## config.mk

```make
export PLATFORM = sky130hd
export DESIGN_NAME = icv_cell
export DESIGN_NICKNAME = d
export VERILOG_FILES = /design/src/hw/rtl/icv_pkg.sv /design/src/hw/rtl/icv_cell.sv
export SDC_FILE = /design/constraint.sdc
export NUM_CORES = 2
export LEC_CHECK = 0
export ABC_AREA = 1
export BUFFER_PORTS_ARGS = -buffer_cell sky130_fd_sc_hd__buf_2
export CORE_UTILIZATION = 29
export DETAILED_ROUTE_END_ITERATION = 8
export GPL_TIMING_DRIVEN = 0
export REMOVE_ABC_BUFFERS = 1
export SLEW_MARGIN = 20
export SYNTH_ARGS = -nofsm -noshare
export SYNTH_HDL_FRONTEND = slang
export SYNTH_SLANG_ARGS = --single-unit
```

## constraint.sdc

```tcl
create_clock -name clk -period 4.3 [get_ports clk]
set_input_delay 0.645 -clock clk [delete_from_list [all_inputs] [get_ports clk]]
set_output_delay 0.645 -clock clk [all_outputs]
set_load 0.02 [all_outputs]
```

## src/hw/rtl/icv_pkg.sv

```systemverilog
// ----------------------------------------------------------------------------
// Image convolution 3x3 package
// Shared widths, register codes, reset values and pipeline control types.
// ----------------------------------------------------------------------------
package icv_pkg;

	localparam int PIX_BITS    = 8;
	localparam int NUM_CH      = 3;
	localparam int WORD_BITS   = PIX_BITS * NUM_CH;
	localparam int TAPS        = 3;
	localparam int IMG_W_BITS  = 11;
	localparam int IMG_H_BITS  = 13;
	localparam int CHAN_BITS   = 2;
	localparam int KERNEL_BITS = 48;
	localparam int LANE_BITS   = 16;
	localparam int FRAC_BITS   = 12;
	localparam int ROW_BITS    = 16;
	localparam int CFG_IDX_BITS = 3;

	localparam int DEF_MAX_WIDTH  = 1024;
	localparam int DEF_MAX_HEIGHT = 4096;
	localparam int DEF_COEFF_BITS = 16;

	localparam logic [IMG_W_BITS-1:0]  RST_IMAGE_WIDTH   = 11'd1024;
	localparam logic [IMG_H_BITS-1:0]  RST_IMAGE_HEIGHT  = 13'd1024;
	localparam logic [CHAN_BITS-1:0]   RST_CHANNEL_COUNT = 2'd3;
	localparam logic [KERNEL_BITS-1:0] RST_KERNEL_TOP    = 48'h0;
	localparam logic [KERNEL_BITS-1:0] RST_KERNEL_MIDDLE = 48'h0000_1000_0000;
	localparam logic [KERNEL_BITS-1:0] RST_KERNEL_BOTTOM = 48'h0;

	typedef enum logic [CFG_IDX_BITS-1:0] {
		REG_IMAGE_WIDTH   = 3'd0,
		REG_IMAGE_HEIGHT  = 3'd1,
		REG_CHANNEL_COUNT = 3'd2,
		REG_KERNEL_TOP    = 3'd3,
		REG_KERNEL_MIDDLE = 3'd4,
		REG_KERNEL_BOTTOM = 3'd5
	} cfg_reg_t;

	typedef enum logic {
		OP_PIXEL = 1'b0,
		OP_FLUSH = 1'b1
	} opcode_t;

	typedef struct packed {
		logic            emit;
		logic            last;
		logic [TAPS-1:0] row_ok;
		logic [TAPS-1:0] col_ok;
	} tap_ctrl_t;

endpackage

```

## src/hw/rtl/icv_cell.sv

```systemverilog
// ----------------------------------------------------------------------------
// Window column cell
// Holds one 3-pixel column of the window, hands it to its left neighbor on
// each shift, and forms the masked tap products and the column sums.
// ----------------------------------------------------------------------------
module icv_cell import icv_pkg::*; #(
	parameter int COEFF_BITS = DEF_COEFF_BITS
) (
	input  logic                                         clk,
	input  logic                                         arst_n,
	input  logic                                         col_load,
	input  logic [TAPS-1:0][WORD_BITS-1:0]               col_in,
	input  logic                                         prod_load,
	input  logic [TAPS-1:0]                              row_ok,
	input  logic                                         col_ok,
	input  logic [TAPS-1:0][COEFF_BITS-1:0]              coeff,
	input  logic                                         sum_load,
	output logic [TAPS-1:0][WORD_BITS-1:0]               col_q,
	output logic [NUM_CH-1:0][COEFF_BITS+PIX_BITS+2:0]   col_sum_s4
);

	localparam int PROD_W = COEFF_BITS + PIX_BITS + 1;
	localparam int COL_W  = PROD_W + 2;

	logic signed [PROD_W-1:0] prod_d  [TAPS][NUM_CH];
	logic signed [PROD_W-1:0] prod_s3 [TAPS][NUM_CH];

	always_ff @(posedge clk or negedge arst_n) begin
		if (!arst_n) begin
			col_q <= '0;
		end else if (col_load) begin
			col_q <= col_in;
		end
	end

	always_comb begin
		for (int r = 0; r < TAPS; r++) begin
			for (int ch = 0; ch < NUM_CH; ch++) begin
				if (row_ok[r] && col_ok) begin
					prod_d[r][ch] = $signed({1'b0, col_q[r][PIX_BITS*ch +: PIX_BITS]})
						* $signed(coeff[r]);
				end else begin
					prod_d[r][ch] = '0;
				end
			end
		end
	end

	always_ff @(posedge clk) begin
		if (prod_load) begin
			prod_s3 <= prod_d;
		end
		if (sum_load) begin
			for (int ch = 0; ch < NUM_CH; ch++) begin
				col_sum_s4[ch] <= COL_W'(prod_s3[0][ch]) + COL_W'(prod_s3[1][ch])
					+ COL_W'(prod_s3[2][ch]);
			end
		end
	end

endmodule

```

After elaboration in Yosys (flattened, before gate mapping)
Index checks and enable logic that the tools add are counted.
{"block": "totals", "word_cells": 33, "romBits": 0, "regBits": 378, "latch_bits": 0, "output_inout_bits": 153, "input_bits": 129, "mem_count": 0, "mem_bits_rw": 0}
{"block": "classes", "order_cmp": 0, "n_div": 0, "multipliers": 9, "n_addsub": 6, "mux": 0, "n_eq_ne": 0, "reduce_logical": 3, "bitwise_logic": 0, "shift": 0}
{"operator": "multiplier 9 x 16 -> 25 bit", "count": 9}
{"operator": "adder 26 x 25 -> 27 bit", "count": 3}
{"operator": "adder 25 x 25 -> 26 bit", "count": 3}
{"operator": "logical AND 1 bit", "count": 3}

Depth between registers and ports, before layout
{"block": "logic_depth", "depth_word": 2, "ltp_mapped": 24, "mapped_depth_nobuf": 22}

Least setup slack after synthesis
No wires, ideal clock.
{"block": "synth_timing", "kind": "input to register", "start": "input port coeff[15] (netlist name)", "end": "register prod_s3[224] (netlist name) (data pin)", "arrival_time_ns": 4.437, "setup_ns": 0.250, "cell_stages": 17, "required_time_ns": 4.050, "path_slack_ns": -0.387, "cell_sequence": "clkbuf_1 -> nand2_1 -> fa_1 -> inv_1 -> fa_1 -> inv_1 -> fa_1 -> inv_1 -> fa_1 -> ha_1 -> nand2_1 -> nor3_1 -> nand3_1 -> nand3_1 -> nand2_1 -> inv_1 -> nor2_1"}
{"block": "synth_via", "elab_chain_len": 1}
{"item": "start, declared", "line_no": "icv_cell.sv:16", "source": "input logic [TAPS-1:0][COEFF_BITS-1:0] coeff,"}
{"item": "multiplier 9 x 16 -> 25 bit", "line_no": "icv_cell.sv:41", "source": "* $signed(coeff[r]);"}
{"item": "end signal, assigned", "line_no": "icv_cell.sv:51", "source": "prod_s3 <= prod_d;"}
{"item": "end, declared", "line_no": "icv_cell.sv:26", "source": "logic signed [PROD_W-1:0] prod_s3 [TAPS][NUM_CH];"}
No other way between the ends.
A chain may end at the register's enable or synchronous reset.

Worst setup path after layout
{"block": "layout_timing", "start": "register col_q[50] (netlist name)", "end": "register prod_s3[74] (netlist name) (data pin)"}
{"block": "layout_via", "elab_chain_len": 1}
{"item": "start, declared", "line_no": "icv_cell.sv:18", "source": "output logic [TAPS-1:0][WORD_BITS-1:0] col_q,"}
{"item": "start signal, assigned", "line_no": "icv_cell.sv:32", "source": "col_q <= col_in;"}
{"item": "multiplier 9 x 16 -> 25 bit", "line_no": "icv_cell.sv:41"}
No other way between the ends.

==> results_dict.tcl <==
set metrics [dict create \
    core-area_um2 227300 \
    antenna_found_initial 15 \
    clock-sinks 378 \
    critical_path_required_ns 4.76 \
    result_of_the_run "finished, violations left" \
    via_count_of_the_first_global_routing_pass 55030 \
    die_h_um 480.3 \
    grt_pass1_wl_um 309000 \
    buffers_plus_inverters_on_the_worst_setup_path 6 \
    final-instance-count-excl-fill 12440 \
    yosysWarningCount 0 \
    numCtsBuffers 51 \
    report.final.slew_viol_count 0 \
    i_o_pin_count 282 \
    start_util_pct 29.19 \
    synth_cells 8880 \
    hold_path_depth 3 \
    timing.critical_path.to_type "register" \
    cell_occurring_most_often_along_the_worst_timing_path "sky130_fd_sc_hd__nand2_2" \
    timing.critical_path.arrival_ns 4.92 \
    ys_ff_latch 378 \
    setup_repair_after_global_routing_missed_its_margin "true" \
    synth_edf_count 306 \
    timing.reg2reg.worst_path_depth 22 \
    fin_crit_ns 4.459 \
    postSynthAreaPerCell_um2 7.472 \
    finish.utilization_pct 37.05 \
    reg2reg_slack_ns -0.16 \
    clkTransAtPathRegs_ns 0.06 \
    grt.overflow.total 0 \
    slowest_stage "sky130_fd_sc_hd__fa_1" \
    async_reset_ff_share_pct 19.05 \
    vias_per_cell 4.464 \
    ys_dominant_reg_cell "sky130_fd_sc_hd__edfxtp_1" \
    worst_path_dominant_cell_family "adder cells" \
    timing.hold.worst.class "input port to register" \
    grt_max_degree 91 \
    max-cap-violations 0 \
    cp_slowest_stage_delay_ns 0.59 \
    worstSetupPathType "register to register" \
    timing.fmax_mhz 224.3 \
    wl_per_cell_um 16.44 \
    chipWidth_um 480.3 \
    synth.distinct_cells 44 \
    post_synth_design_cell_area_um2 66350 \
    drc_errors 0 \
    vias 55520 \
    worst_slew_pin_slew_ns 0.9414 \
    clk-insertion-delay-late_ns 0.71 \
    area_growth_syn_to_fin_pct 26.94 \
    finalSetupViolCount 24 \
    layout_worst_path_cycle_share_pct 103.7 \
    fin_skew_ns 0.04927 \
    synth_seq_area_share_pct 16.57 \
    drt_iter0_drc 3478 \
    globalplace.congestion 0.9085 \
    buffer_levels_on_the_longest_clock_path 3 \
    timing.hold.ws_ns 0.1605 \
    synth_top_area_share_pct 30.05 \
    crit_cells 22 \
    violations_in_the_final_reports "negative setup slack" \
    setup_ws_ns -0.1587 \
    die_area_um2 230700 \
    io_buffers 281 \
    cts_root_buffer "sky130_fd_sc_hd__clkbuf_16" \
    relSlewSlack_pct 37.02 \
    timing.critical_path.from_type "register" \
    wl_um 204500 \
    post_route_cells_drive_above_1_share_pct 26.89 \
    synth_top_area_cell "sky130_fd_sc_hd__fa_1" \
    placedCellCount 11910 \
    groute.usage.overall_pct 17.17 \
    cts_tree "built" \
    worst-path-max-fanout 6 \
    first_pass_iteration_count_of_the_detailed_router 8 \
    dp.final_hpwl_um 151900 \
    netlist_top_cells_area "sky130_fd_sc_hd__fa_1 (30%), sky130_fd_sc_hd__inv_1 (15%), sky130_fd_sc_hd__nand2_1 (14%), sky130_fd_sc_hd__edfxtp_1 (14%), sky130_fd_sc_hd__ha_1 (9.9%)" \
    std_cell_rows 175 \
    finalNetCount 11030 \
    cts-htree-levels 2 \
    final_hold_violations 0 \
    crit_path_cell_trace "buf_12, buf_6, nand2_4, fa_1, inv_1, fa_1, fa_1, inv_2, fa_1, inv_2, ha_4, nand2_2, nand2_2, nand2_2, nand2_2, nand2_4, nand2_2, nand2_1, nand3_2, nand2_2, inv_2, nor2_4" \
    drtAntennaViolNets 0 \
]
## synth_stat cells (8+ instances only)
cell type                  number
sky130_fd_sc_hd__inv_1       2655
sky130_fd_sc_hd__nand2_1     2530
sky130_fd_sc_hd__fa_1         996
sky130_fd_sc_hd__ha_1         525
sky130_fd_sc_hd__nor2_1       405
sky130_fd_sc_hd__a21oi_1      316
sky130_fd_sc_hd__edfxtp_1     306
sky130_fd_sc_hd__nand3_1      265
sky130_fd_sc_hd__clkbuf_1     243
sky130_fd_sc_hd__o21ai_0      108
sky130_fd_sc_hd__dfrtp_1       72
sky130_fd_sc_hd__mux2_2        63
sky130_fd_sc_hd__nand4_1       45
sky130_fd_sc_hd__xor2_1        44
sky130_fd_sc_hd__nand2_2       42
sky130_fd_sc_hd__nor3_1        34
sky130_fd_sc_hd__nor2_2        30
sky130_fd_sc_hd__o21a_1        24
sky130_fd_sc_hd__nand3b_1      23
sky130_fd_sc_hd__and2_1        22
sky130_fd_sc_hd__buf_2         18
sky130_fd_sc_hd__xnor2_1       18
sky130_fd_sc_hd__nand3_2       16
sky130_fd_sc_hd__o21bai_1      12
sky130_fd_sc_hd__o21ai_1       10
sky130_fd_sc_hd__nor2_4         9
sky130_fd_sc_hd__inv_2          8
## layer usage
layer / up-vias / part of all wire [%] / wire length (um) / global-route usage, %
met5: - / 0.039 / 79 / 0
met4: 12 / 3.4 / 7021 / 5.230
met3: 280 / 5.2 / 10550 / 2.179
met2: 1332 / 49 / 99760 / 29.64
met1: 27170 / 43 / 87060 / 22.21
li1: 26720 / - / - / -
## final cells by class
| class | count | area (um^2) |
|---|---|---|
| antenna | 7 | 17.52 |
| clock buffer | 59 | 1326 |
| clock inverter | 35 | 404.1 |
| fill | 23180 | 143100 |
| inverter | 2666 | 10070 |
| multi-input combinational | 5566 | 51400 |
| sequential | 378 | 11220 |
| tap | 3009 | 3765 |
| timing repair buffer | 716 | 6018 |
## stage by stage
step	setup TNS (ns)	setup slack [ns]	area, um^2
after detailed placement	-134.12	-1.536	70700
after floorplan	-3.253	-0.1960	65300
after CTS	-0.6099	-0.08486	77310
after global placement	-287.76	-1.579	70470
final	-1.127	-0.1587	84220
after global routing	-12.75	-0.2880	84210
## worst min-delay path, cell delays in order
cell and delay (ns):
sky130_fd_sc_hd__buf_2 0.08, sky130_fd_sc_hd__nand2_1 0.05, sky130_fd_sc_hd__o21ai_0 0.06
## worst paths after layout
path                             from          end
max                         col_q[50]  prod_s3[74]
min                        col_in[32]    col_q[32]
max reg2reg                 col_q[50]  prod_s3[74]
min reg2reg                 col_q[66]    col_q[66]
max in group asynchronous      arst_n    col_q[35]
min in group asynchronous      arst_n    col_q[36]
## cells in the final DEF, fill, tap and decap left out, drive strengths merged, types with 44 or more instances in the layout
master  netlist  layout
mux2         63      63
edfxtp      306     306
nor2        444     444
o21ai       122     122
xor2         44      44
dfrtp        72      72
fa          996     996
a21oi       316     316
buf          26     691
nand4        45      45
nand3       281     281
nand2      2572    2572
inv        2663    2669
ha          525     525
clkbuf      244      83
## what timing repair did
action / in CTS / in global routing
endpoints found under the hold margin: 28 / 0
hold buffers: 1 / 0
buffers inserted: 217 / 203
cloned: 0 / 7
pin swaps: 173 / 860
setup endpoints to repair: 155 / 144
gates resized for setup: 690 / 1550
## sequential cells by signal, summed over array words and instances, names as in the netlist
signal / count
col_sum_s4: 81
prod_s3: 225
col_q: 72
## logic make-up after synthesis
kind of cell    count (synthesis)  share of synthesized area [%]
compound gates                486                          3.943
xor+xnor                       62                         0.8184
fa+ha+maj                    1521                          39.95
buf+inv                      2936                          16.66
mux                            63                          1.069
flops                         378                          16.57
simple gates                 3434                          20.99
Power is not shown: default switching activity piles up to over one toggle a cycle in this logic, so the estimate is an artifact.
